## src/sv/rcm_pkg.sv

```systemverilog
// ----------------------------------------------------------------------------
// rcm_pkg
// Shared types and constants for the RTP CSRC matcher.
// ----------------------------------------------------------------------------
`default_nettype none

package rcm_pkg;

  localparam int unsigned SlotRegs = 6;
  localparam int unsigned CfgIdxW  = 3;
  localparam int unsigned CsrcW    = 32;
  localparam int unsigned SlotW    = 3;
  localparam int unsigned PosW     = 7;
  localparam int unsigned CcW      = 4;

  localparam logic [7:0]         CcMask        = 8'h0f;
  localparam logic [PosW-1:0]    CsrcFirstByte = 7'd12;
  localparam logic [PosW-1:0]    PosMax        = 7'd127;

  localparam logic [CfgIdxW-1:0] CfgSlotBase   = 3'd0;
  localparam logic [CfgIdxW-1:0] CfgEnableMask = 3'd6;

  typedef struct packed {
    logic             done;
    logic [CsrcW-1:0] word;
  } rcm_word_t;

  typedef struct packed {
    logic             hit;
    logic [CsrcW-1:0] csrc;
    logic [SlotW-1:0] slot;
  } rcm_result_t;

endpackage

`default_nettype wire

```

## src/sv/rcm_cfg_regs.sv

```systemverilog
// ----------------------------------------------------------------------------
// rcm_cfg_regs
// Holds the CSRC slot identifiers and the slot enable mask.
// ----------------------------------------------------------------------------
`default_nettype none

module rcm_cfg_regs
  import rcm_pkg::*;
#(
  parameter int unsigned NUM_CMP = 6
) (
  input  wire logic                 clk_i,
  input  wire logic                 rst_ni,
  input  wire logic                 cfg_valid_i,
  input  wire logic [CfgIdxW-1:0]   cfg_index_i,
  input  wire logic [CsrcW-1:0]     cfg_data_i,
  output logic [NUM_CMP-1:0][CsrcW-1:0] slot_o,
  output logic [NUM_CMP-1:0]        enable_o
);

  logic [NUM_CMP-1:0][CsrcW-1:0] slot_q;
  logic [NUM_CMP-1:0]            enable_q;

  for (genvar k = 0; k < NUM_CMP; k++) begin : g_slot
    always_ff @(posedge clk_i or negedge rst_ni) begin
      if (!rst_ni) begin
        slot_q[k] <= '0;
      end else if (cfg_valid_i && (cfg_index_i == CfgSlotBase + CfgIdxW'(k))) begin
        slot_q[k] <= cfg_data_i;
      end
    end
  end

  always_ff @(posedge clk_i or negedge rst_ni) begin
    if (!rst_ni) begin
      enable_q <= '0;
    end else if (cfg_valid_i && (cfg_index_i == CfgEnableMask)) begin
      enable_q <= cfg_data_i[NUM_CMP-1:0];
    end
  end

  assign slot_o   = slot_q;
  assign enable_o = enable_q;

endmodule

`default_nettype wire

```

## src/sv/rcm_byte_tracker.sv

```systemverilog
// ----------------------------------------------------------------------------
// rcm_byte_tracker
// Follows the byte position and CSRC count and assembles each CSRC word.
// ----------------------------------------------------------------------------
`default_nettype none

module rcm_byte_tracker
  import rcm_pkg::*;
(
  input  wire logic       clk_i,
  input  wire logic       rst_ni,
  input  wire logic       accept_i,
  input  wire logic [7:0] pkt_byte_i,
  input  wire logic       start_of_packet_i,
  output rcm_word_t       word_o
);

  logic [PosW-1:0] pos_q, pos_d, pos_cur;
  logic [CcW-1:0]  cc_q, cc_d;
  logic [23:0]     shift_q, shift_d;
  logic [PosW-1:0] list_end;
  logic            in_list;

  always_comb begin
    pos_cur  = start_of_packet_i ? '0 : pos_q;
    cc_d     = (pos_cur == '0) ? CcW'(pkt_byte_i & CcMask) : cc_q;
    list_end = CsrcFirstByte + {1'b0, cc_d, 2'b00};
    in_list  = (pos_cur >= CsrcFirstByte) && (pos_cur < list_end);
    shift_d  = in_list ? {shift_q[15:0], pkt_byte_i} : shift_q;
    pos_d    = (pos_cur == PosMax) ? PosMax : pos_cur + PosW'(1);
    word_o.done = in_list && (pos_cur[1:0] == 2'b11);
    word_o.word = {shift_q, pkt_byte_i};
  end

  always_ff @(posedge clk_i or negedge rst_ni) begin
    if (!rst_ni) begin
      pos_q   <= '0;
      cc_q    <= '0;
      shift_q <= '0;
    end else if (accept_i) begin
      pos_q   <= pos_d;
      cc_q    <= cc_d;
      shift_q <= shift_d;
    end
  end

endmodule

`default_nettype wire

```

## src/sv/rcm_slot_match.sv

```systemverilog
// ----------------------------------------------------------------------------
// rcm_slot_match
// Compares a completed CSRC word with the enabled slots, lowest slot first.
// ----------------------------------------------------------------------------
`default_nettype none

module rcm_slot_match
  import rcm_pkg::*;
#(
  parameter int unsigned NUM_CMP = 6
) (
  input  wire rcm_word_t                word_i,
  input  wire logic [NUM_CMP-1:0][CsrcW-1:0] slot_i,
  input  wire logic [NUM_CMP-1:0]       enable_i,
  output rcm_result_t                   result_o
);

  logic [NUM_CMP-1:0] eq;

  always_comb begin
    for (int k = 0; k < NUM_CMP; k++) begin
      eq[k] = enable_i[k] && (slot_i[k] == word_i.word);
    end
    result_o.hit  = word_i.done && (eq != '0);
    result_o.csrc = word_i.word;
    result_o.slot = '0;
    for (int k = NUM_CMP - 1; k >= 0; k--) begin
      if (eq[k]) begin
        result_o.slot = SlotW'(k);
      end
    end
  end

endmodule

`default_nettype wire

```

## src/sv/rtp_csrc_matcher_core.sv

```systemverilog
// ----------------------------------------------------------------------------
// rtp_csrc_matcher_core
// Reports registered contributing source ids found in RTP packet bytes.
// ----------------------------------------------------------------------------
// The block takes one packet byte per cycle, with no gaps needed between
// beats. When the fourth byte of a CSRC word is accepted, the word is compared
// with every enabled slot in the same cycle; a match is registered into the
// two-entry output buffer (output register, then skid entry), so input beats
// keep flowing while one result waits to be taken; the input stalls only when
// both entries are full. Configuration writes are always accepted.
`default_nettype none

module rtp_csrc_matcher_core
  import rcm_pkg::*;
#(
  parameter int unsigned NUM_SLOTS = 6
) (
  input  wire logic               clk_i,
  input  wire logic               rst_ni,
  input  wire logic               in_valid_i,
  output logic                    in_ready_o,
  input  wire logic [7:0]         pkt_byte_i,
  input  wire logic               start_of_packet_i,
  output logic                    out_valid_o,
  input  wire logic               out_ready_i,
  output logic [CsrcW-1:0]        matched_csrc_o,
  output logic [SlotW-1:0]        match_slot_o,
  input  wire logic               cfg_valid_i,
  output logic                    cfg_ready_o,
  input  wire logic [CfgIdxW-1:0] cfg_index_i,
  input  wire logic [CsrcW-1:0]   cfg_data_i
);

  localparam int unsigned NumCmp = (NUM_SLOTS < SlotRegs) ? NUM_SLOTS : SlotRegs;

  logic [NumCmp-1:0][CsrcW-1:0] slot;
  logic [NumCmp-1:0]            enable;
  rcm_word_t                    word;
  rcm_result_t                  result;
  logic                         accept;
  logic                         push;
  logic                         out_valid_q;
  logic                         skid_valid_q;
  logic [CsrcW-1:0]             out_csrc_q, skid_csrc_q;
  logic [SlotW-1:0]             out_slot_q, skid_slot_q;

  assign cfg_ready_o = 1'b1;
  assign in_ready_o  = !skid_valid_q;
  assign accept      = in_valid_i && in_ready_o;
  assign push        = accept && result.hit;

  rcm_cfg_regs #(
    .NUM_CMP(NumCmp)
  ) u_cfg (
    .clk_i      (clk_i),
    .rst_ni     (rst_ni),
    .cfg_valid_i(cfg_valid_i),
    .cfg_index_i(cfg_index_i),
    .cfg_data_i (cfg_data_i),
    .slot_o     (slot),
    .enable_o   (enable)
  );

  rcm_byte_tracker u_tracker (
    .clk_i            (clk_i),
    .rst_ni           (rst_ni),
    .accept_i         (accept),
    .pkt_byte_i       (pkt_byte_i),
    .start_of_packet_i(start_of_packet_i),
    .word_o           (word)
  );

  rcm_slot_match #(
    .NUM_CMP(NumCmp)
  ) u_match (
    .word_i  (word),
    .slot_i  (slot),
    .enable_i(enable),
    .result_o(result)
  );

  always_ff @(posedge clk_i or negedge rst_ni) begin
    if (!rst_ni) begin
      out_valid_q  <= 1'b0;
      skid_valid_q <= 1'b0;
    end else if (!out_valid_q || out_ready_i) begin
      if (skid_valid_q) begin
        out_valid_q  <= 1'b1;
        skid_valid_q <= push;
      end else begin
        out_valid_q  <= push;
      end
    end else if (push) begin
      skid_valid_q <= 1'b1;
    end
  end

  always_ff @(posedge clk_i) begin
    if (!out_valid_q || out_ready_i) begin
      if (skid_valid_q) begin
        out_csrc_q  <= skid_csrc_q;
        out_slot_q  <= skid_slot_q;
        skid_csrc_q <= result.csrc;
        skid_slot_q <= result.slot;
      end else begin
        out_csrc_q  <= result.csrc;
        out_slot_q  <= result.slot;
      end
    end else if (push) begin
      skid_csrc_q <= result.csrc;
      skid_slot_q <= result.slot;
    end
  end

  assign out_valid_o    = out_valid_q;
  assign matched_csrc_o = out_csrc_q;
  assign match_slot_o   = out_slot_q;

  a_skid_needs_out: assert property (@(posedge clk_i) disable iff (!rst_ni)
    skid_valid_q |-> out_valid_q)
    else $error("Skid entry held while output register is empty.");

  a_slot_in_range: assert property (@(posedge clk_i) disable iff (!rst_ni)
    out_valid_q |-> (out_slot_q < SlotW'(NumCmp)))
    else $error("Reported slot is outside the compared range.");

  a_match_shown: assert property (@(posedge clk_i) disable iff (!rst_ni)
    (push && !out_valid_q) |=> (out_valid_q && !skid_valid_q))
    else $error("Match into an empty buffer did not reach the output.");

  a_stall_keeps_skid: assert property (@(posedge clk_i) disable iff (!rst_ni)
    (skid_valid_q && !out_ready_i) |=> (skid_valid_q && $stable(skid_csrc_q)))
    else $error("Buffered match lost during output stall.");

endmodule

`default_nettype wire
```

## config.mk

```make
export PLATFORM = sky130hd
export DESIGN_NAME = rtp_csrc_matcher_core
export DESIGN_NICKNAME = d
export VERILOG_FILES = /design/src/sv/rcm_pkg.sv /design/src/sv/rcm_cfg_regs.sv /design/src/sv/rcm_byte_tracker.sv /design/src/sv/rcm_slot_match.sv /design/src/sv/rtp_csrc_matcher_core.sv
export SDC_FILE = /design/constraint.sdc
export NUM_CORES = 1
export LEC_CHECK = 0
export BUFFER_PORTS_ARGS = -buffer_cell sky130_fd_sc_hd__buf_4
export CAP_MARGIN = 10
export CELL_PAD_IN_SITES_DETAIL_PLACEMENT = 1
export CELL_PAD_IN_SITES_GLOBAL_PLACEMENT = 1
export CORE_AREA = 5 5 194 196
export DETAILED_ROUTE_END_ITERATION = 8
export DIE_AREA = 0 0 199 201
export MAX_ROUTING_LAYER = met4
export PLACE_DENSITY = 0.71
export SETUP_SLACK_MARGIN = 0.4
export SLEW_MARGIN = 40
export SYNTH_ARGS = -nofsm -noshare
export SYNTH_HDL_FRONTEND = slang
export SYNTH_SLANG_ARGS = --single-unit
```

## constraint.sdc

```tcl
create_clock -name clk_i -period 6.36 [get_ports clk_i]
set_input_delay 0 -clock clk_i [delete_from_list [all_inputs] [get_ports clk_i]]
set_output_delay 0 -clock clk_i [all_outputs]
set_load 0.03 [all_outputs]
```

==> results by group, run 1 <==
Outcome
  • Status: complete, no violations

GRT
  • All-Layer GR Usage: 0.1990
  • Largest net degree at the start of global routing: 84
  • Global route overflow: 0
  • Vias in the first global route: 9226
  • Initial antenna violation count: 1
  • First-pass GRT wire length: 58700 um

Yosys
  • Sequential fraction of the synthesis area: 0.5670
  • Syn avg cell area: 13.97 um2
  • Dominant cell type by area after synthesis: dfrtp_1
  • Top-count cell post-synth: mux2_2
  • Post-synth top cells: mux2_2, dfrtp_1, xnor2_1
  • Mapped Nets: 1063
  • Xor and xnor area share after synthesis: 0.1219
  • Post-synthesis mux area share: 0.2114
  • Largest family of logic cells by synthesized area: multiplexers
  • Cell Area, Synth: 0.01408 mm2
  • Simple-Gate Fraction of Synth Area: 0.05145
  • Async S/R FF share, synth: 0.7705
  • FF+latch count, synth: 305
  • Synth unique cells: 46
  • Cells taking the most area after synthesis: dfrtp_1, mux2_2, edfxtp_1
  • Syn Inst Count: 1008
  • Compound-gate portion of the synthesized area: 0.01866
  • Post-synth EDFFs: 70
  • Yosys synthesis warning count: 0
  • Dominant synthesized flop cell: dfrtp_1
  • Share of the synthesized area in the top cell type: 0.4177
  • Adder-Cell Fraction of Synth Area: 0.005332

Worst setup path
  • Worst Path Required: 6570 ps
  • CP Class: reg2reg
  • Crit-path max FO: 26
  • Worst setup EP type: flop
  • Crit path max-delay cell type: or4_1
  • CP delay by family, top: compound AO/OA/AOI/OAI gates
  • CP Cell Sequence: or4_1, nor2_2, o21a_4, mux2i_1, nor2b_1, xnor2_1, mux2i_1, ha_1, a21o_1, a2111oi_0, o211a_1, buf_4, o211ai_1, o21ai_4, buf_8, buf_8
  • CP arrival: 5130 ps
  • Type of origin of the critical path: flop
  • Critical path buffers and inverters: 3
  • CP max stage delay: 570 ps

Clock network
  • Post-CTS setup buffer count: 0
  • Hold-fix buffers at CTS: 44
  • CTS Sinks: 305
  • Worst-case clock buffer depth: 3
  • CTS tree: built
  • Post_cts resized: 0
  • CTS Buf Count: 35
  • Htree depth: 2
  • Root buf cell: clkbuf_16
  • Insertion delay of the later-clocked pin in the worst-skew pair: 510 ps
  • Reg clk slew, reported paths: 60 ps

STA
  • Max Clock Freq: 203.3 MHz
  • Setup violators final: 0
  • RSZ-0062 raised after global routing: false
  • Slew @ Worst Pin: 773.8 ps
  • Max Slew Vio Count: 0
  • Final Hold Viols: 0
  • Fin Setup TNS: 0 ps
  • Hold WS: 80.64 ps
  • Slew margin rel.: 0.4841
  • Min Tclk post-route: 4919 ps
  • Clk_skew: 16.46 ps
  • Crit share post-route: 0.7734

Placed design
  • GP Congestion: 0.8558
  • Post-DP HPWL: 26200 um
  • IO buf count: 85

Routing
  • Vias: 8463
  • DR WL/cell: 23.83 um
  • Number of nets still failing antenna checks after routing: 0
  • Via-to-Cell Ratio: 5.224
  • Post-route DRC: 0
  • Pre-antenna DRT Iters: 4
  • Final wirelength: 38610 um
  • Iteration-0 DRC Markers: 464

Die
  • Die area: 0.04000 mm2
  • DIE HEIGHT: 201 um
  • Chip Width: 199 um
  • I/O pin total: 87
  • Initial Util: 0.3921
  • FP Rows: 70
  • Core Footprint: 0.03591 mm2

Flow run
  • Maxcap violations: 0

Layout
  • Final-stage net count: 1181
  • Multi-input gate area: 0.005797 mm2
  • Area growth from synthesis to layout: 19.34%
  • Fill count: 3625
  • Fraction of layout cells with a size suffix above 1: 0.3632
  • FF/Latch Area: 0.007986 mm2

Pwr
  • Net switching power: 2.266 mW
  • Pwr Density: 412.9 mW/mm2
  • Peak supply drop: 277.2 uV
  • Clock power share: 0.293
  • Leakage: 6.887 nW
  • Comb power frac: 0.261
  • Switching Fraction: 0.3267
  • Internal: 4.671 mW
  • Reg power frac: 0.446

Min path
  • Hold WC Path Type: in2async
power groups by stage:
stage                     Clock (mW)  Combinational (mW)  Sequential, mW
after CTS                       2.07                1.84            3.10
after global placement             0                1.76            3.10
after global routing            2.16                1.95            3.15
after floorplan                    0                1.31            2.89
after detailed placement           0                1.80            3.13
final                           2.03                1.81            3.09
worst paths after layout:
path | start | end | slack (ps) | cells past startpoint
worst max register to register | u_tracker.pos_q[5] | skid_csrc_q[10] | 1440 | 16
worst min register to register | u_cfg.enable_o[2] | u_cfg.enable_o[2] | 500 | 1
max in group asynchronous | rst_ni | u_cfg.slot_o[119] | 5050 | 3
min in group clk_i | cfg_index_i[2] | u_cfg.enable_o[2] | 270 | 3
worst min-delay path | rst_ni | u_cfg.slot_o[85] | 80 | 2
worst max-delay path | u_tracker.pos_q[5] | skid_csrc_q[10] | 1440 | 16
layer usage:
layer	GRT usage	vias to the layer above	wire length, um
met4	0.04543	0	936
met1	0.2753	4428	17390
met3	0.02568	56	1725
li1	-	3807	-
met2	0.3159	172	18560
met5	-	-	0
flip-flops by register name, summed over array words and instances (netlist names), 3 cells and up:
| register | flops |
|---|---|
| u_cfg.slot_o | 192 |
| u_tracker.shift_q | 24 |
| u_tracker.cc_q | 4 |
| match_slot_o | 3 |
| matched_csrc_o | 32 |
| skid_slot_q | 3 |
| u_cfg.enable_o | 6 |
| u_tracker.pos_q | 7 |
| skid_csrc_q | 32 |
cell type report:
cell class,instances,share of cell area
clock buffer,58,0.06702
tap,468,0.03485
timing repair buffer,144,0.07283
multi-input combinational,631,0.3450
clock inverter,4,0.002830
sequential,305,0.4753
antenna,1,0.0001489
inverter,9,0.002011
logic make-up after synthesis:
| group | after synthesis |
|---|---|
| AND/OR/NAND/NOR | 130 |
| adder cells (fa/ha/maj) | 6 |
| other | 1 |
| XOR/XNOR | 196 |
| buffers and inverters | 72 |
| AO/OA/AOI/OAI | 39 |
| multiplexers | 259 |
| flip-flops | 305 |
stage by stage:
step | util | setup WS (ps) | power [mW] | instance area [um2] | cells
floorplan | - | 1106 | 4.196 | 14080 | 1008
global placement | 0.4215 | 1414 | 4.869 | 15140 | 1511
detailed placement | 0.4228 | 1457 | 4.935 | 15180 | 1513
CTS | 0.4678 | 1428 | 7.005 | 16800 | 1619
global route | 0.4678 | 1110 | 7.258 | 16800 | 1619
finish | 0.4679 | 1441 | 6.937 | 16800 | 1620
placed cells by master, fill, tap and decap left out, drive strengths merged, types with 26 or more instances in the layout:
cell           n
buf           99
clkbuf        59
dfrtp        235
dlygate4sd3   44
edfxtp        70
mux2         256
nand4         28
nor4          26
xnor2        103
xor2          93
No activity file was read; power rests on OpenSTA's default activity.
==> run 2, diff against run 1 <==
--- a/config.mk
+++ b/config.mk
@@ -5,15 +5,16 @@
 export SDC_FILE = /design/constraint.sdc
 export NUM_CORES = 1
 export LEC_CHECK = 0
+export ABC_AREA = 1
 export BUFFER_PORTS_ARGS = -buffer_cell sky130_fd_sc_hd__buf_4
 export CAP_MARGIN = 10
 export CELL_PAD_IN_SITES_DETAIL_PLACEMENT = 1
 export CELL_PAD_IN_SITES_GLOBAL_PLACEMENT = 1
-export CORE_AREA = 5 5 194 196
+export CORE_AREA = 5 5 204 206
 export DETAILED_ROUTE_END_ITERATION = 8
-export DIE_AREA = 0 0 199 201
+export DIE_AREA = 0 0 209 211
 export MAX_ROUTING_LAYER = met4
-export PLACE_DENSITY = 0.71
+export PLACE_DENSITY = 0.79
 export SETUP_SLACK_MARGIN = 0.4
 export SLEW_MARGIN = 40
 export SYNTH_ARGS = -nofsm -noshare
==> constraint.sdc (replaced) <==
create_clock -name clk_i -period 4.5 [get_ports clk_i]
set_input_delay 0 -clock clk_i [delete_from_list [all_inputs] [get_ports clk_i]]
set_output_delay 0 -clock clk_i [all_outputs]
set_load 0.03 [all_outputs]
==> results by group, run 2 <==
Worst setup path
  • Critical path's most frequent cell: nand2_1
  • Reg2reg start: u_tracker.pos_q[0]
  • RR Endpoint: skid_slot_q[2]
  • Worst setup EP type: flop
  • Type of origin of the critical path: flop
  • CP arrival: 3930 ps (-1200 ps)
  • Worst Path Required: 4680 ps (-1890 ps)
  • Crit-path max FO: 35 (+35%)
  • FF-to-FF path depth: 20 (+4)
  • CP Cell Sequence: inv_1, nor2_1, inv_1, ha_1, nand3_4, nand2_1, o21ai_1, inv_1, nand2_1, nand2_1, or2_1, ha_1, a211oi_1, nand3_1, a21oi_1, nand2_2, nor2_4, nand3_1, nand2_1, buf_4
  • CP Class: reg2reg
  • Crit path max-delay cell type: buf_4
  • CP max stage delay: 410 ps (-160 ps)
  • R2R setup slack: 750 ps (-690 ps)

Clock network
  • Root buf cell: clkbuf_16
  • Htree depth: 2 (unchanged)
  • CTS Sinks: 305 (unchanged)
  • Worst-case clock buffer depth: 3 (unchanged)
  • CTS tree: built
  • Insertion delay of the later-clocked pin in the worst-skew pair: 550 ps (+40 ps)
  • Reg clk slew, reported paths: 60 ps (about the same)
  • Post_cts resized: 0 (unchanged)
  • CTS Buf Count: 35 (unchanged)

Layout
  • Non-Filler Instances: 2613 (+61%)
  • Commonest non-fill, non-tap cell in the layout: nand2_1
  • Final-stage net count: 2120 (+80%)
  • Fraction of layout cells with a size suffix above 1: 0.1092 (-0.2540)
  • FF/Latch Area: 0.007984 mm2 (about the same)
  • Multi-input gate area: 0.006578 mm2 (+13%)
  • Max reg flops: 192 (unchanged)
  • Fill count: 4827 (+33%)
  • Area growth from synthesis to layout: 17.32%
  • Antenna cells: 0 (-1)
  • Most frequent cells in the layout: nand2_1, o21ai_0, dfrtp_1, nor2_1, inv_1
  • Util after Layout: 0.4629 (-0.004978)

Yosys
  • Cells taking the most area after synthesis: dfrtp_1, nand2_1, edfxtp_1
  • Share of the synthesized area in the top cell type: 0.3777 (-0.03997)
  • Syn Inst Count: 1955 (+94%)
  • Post-synth EDFFs: 70 (unchanged)
  • Yosys synthesis warning count: 0 (unchanged)
  • Mapped Nets: 2010 (+89%)
  • Dominant cell type by area after synthesis: dfrtp_1
  • Cell Area, Synth: 0.01557 mm2 (+11%)
  • Post-synth top cells: nand2_1, o21ai_0, dfrtp_1
  • Dominant synthesized flop cell: dfrtp_1
  • FF+latch count, synth: 305 (unchanged)
  • Async S/R FF share, synth: 0.7705 (unchanged)
  • Synth unique cells: 42 (-8.7%)
  • Sequential fraction of the synthesis area: 0.5127 (-0.05426)
  • Syn avg cell area: 7.964 um2 (-43%)
  • Top-count cell post-synth: nand2_1

Routing
  • Post-route DRC: 0 (unchanged)
  • Final wirelength: 61380 um (+59%)
  • Number of nets still failing antenna checks after routing: 0 (unchanged)
  • Vias: 14300 (+69%)
  • Via-to-Cell Ratio: 5.473 (+4.8%)
  • DR WL/cell: 23.49 um (-1.5%)
  • Iteration-0 DRC Markers: 1061 (+130%)
  • Pre-antenna DRT Iters: 6 (+2)

Die
  • DIE HEIGHT: 211 um (+5.0%)
  • I/O pin total: 87 (unchanged)
  • Die area: 0.04410 mm2 (+10%)
  • Chip Width: 209 um (+5.0%)
  • Initial Util: 0.3946 (+0.002506)
  • Core Footprint: 0.03946 mm2 (+9.9%)
  • FP Rows: 73 (+4.3%)

STA
  • Slew margin rel.: 0.4902 (+0.006057)
  • Hold WS: 54.65 ps (-25.98 ps)
  • Setup violators final: 0 (unchanged)
  • Clk_skew: 31.05 ps (+14.58 ps)
  • RSZ-0062 raised after global routing: false
  • Final worst-path setup slack: 749.1 ps (-692.2 ps)
  • Final Hold Viols: 0 (unchanged)
  • Max Slew Vio Count: 0 (unchanged)
  • Max Clock Freq: 266.6 MHz (+31%)
  • Fin Setup TNS: 0 ps (unchanged)
  • Min Tclk post-route: 3751 ps (-1168 ps)
  • Crit share post-route: 0.8335 (+0.06015)
  • Slew @ Worst Pin: 764.8 ps (-9.086 ps)

Placed design
  • Post-DP HPWL: 46580 um (+78%)
  • Pre-CTS WS: 784.5 ps (-672.9 ps)
  • Cells after DPL: 2508 (+66%)
  • GP Congestion: 1.029 (+20%)
  • IO buf count: 85 (unchanged)

GRT
  • First-pass GRT wire length: 91080 um (+55%)
  • Initial antenna violation count: 0 (-1)
  • Largest net degree at the start of global routing: 131 (+56%)
  • Vias in the first global route: 14650 (+59%)
  • Global route overflow: 0 (unchanged)
  • All-Layer GR Usage: 0.2838 (+0.08483)

Flow run
  • Maxcap violations: 0 (unchanged)

Min path
  • Hold WC Path Type: in2async

Outcome
  • Status: complete, no violations

Pwr
  • Pwr Density: 590.4 mW/mm2 (+43%)
  • Peak supply drop: 344.0 uV (+24%)
  • Leakage: 8.538 nW (+24%)
## run 2: cell count changes after synthesis, moves of 10 or more
cell,delta
xor2_1,-76
clkbuf_1,+11
mux2_4,-17
nor2_1,+169
or2_2,+49
nor3_1,+17
nand4_1,+10
nand2_1,+579
o21ai_0,+270
inv_1,+166
mux2_2,-239
xnor2_1,-44
nand3_1,+59
nor4_1,-19
## run 2: per-layer routing
metal,up-vias,track usage,routed length [um]
li1,6495,-,-
met1,7196,0.3676,26220
met2,474,0.4575,29160
met3,137,0.02852,3101
met4,0,0.1244,2892
met5,-,-,0
## run 2: layout make-up
| cell class | instances | share of cell area |
|---|---|---|
| Inverter | 179 | 0.03678 |
| Sequential cell | 305 | 0.4371 |
| Tap cell | 525 | 0.03596 |
| Multi-Input combinational cell | 1391 | 0.3601 |
| Clock inverter | 16 | 0.008083 |
| Clock buffer | 44 | 0.04980 |
| Timing Repair Buffer | 153 | 0.07220 |
## run 2: report_power, final
part | leakage (nW) | total, mW | internal, mW | switching [mW]
combinational | 4.35 | 3.87 | 1.29 | 2.59
sequential | 3.67 | 4.19 | 3.43 | 0.752
clock | 0.518 | 2.72 | 1.56 | 1.17
## run 2: what timing repair did
item	4_1_cts	5_1_grt
hold buffers	45	0
setup buffers	0	0
hold endpoints to repair	413	0
## run 2: logic make-up (layout without fill, tap and decap cells)
logic type / after synthesis / after routing / share of synthesized area
xor+xnor: 76 / 76 / 0.04275
buf+inv: 259 / 392 / 0.06598
other cells: 1 / 1 / 0.0002408
flops: 305 / 305 / 0.5127
simple gates: 996 / 996 / 0.2699
compound gates: 312 / 312 / 0.1036
fa+ha+maj: 6 / 6 / 0.004821
## run 2: worst max path at each step
stage | start | endpoint | slack (ps) | cells past startpoint
6_report | u_tracker.pos_q[0] | skid_slot_q[2] | 750 | 20
5_1_grt | u_tracker.pos_q[0] | skid_slot_q[2] | 440 | 20
4_1_cts | u_tracker.pos_q[0] | skid_slot_q[2] | 730 | 20
3_5_place_dp | u_tracker.pos_q[0] | skid_csrc_q[26] | 780 | 20
3_3_place_gp | u_tracker.pos_q[0] | skid_csrc_q[31] | 920 | 20
2_1_floorplan | u_tracker.pos_q[0] | skid_csrc_q[0] | 760 | 20
## run 2: worst max-delay path, delay by kind of cell (launching register included)
family                   cells  cell delay (ps)
AND/OR/NAND/NOR             11             1310
buffers and inverters        4              660
adder cells (fa/ha/maj)      2              550
AO/OA/AOI/OAI                3              540
flip-flops                   1              320
## run 2: stage by stage
stage | power (mW) | cell area (um2)
final | 10.78 | 18270
after global routing | 11.31 | 18270
after CTS | 10.77 | 18270
after detailed placement | 7.973 | 16740
after global placement | 7.858 | 16710
after floorplan | 6.300 | 15570
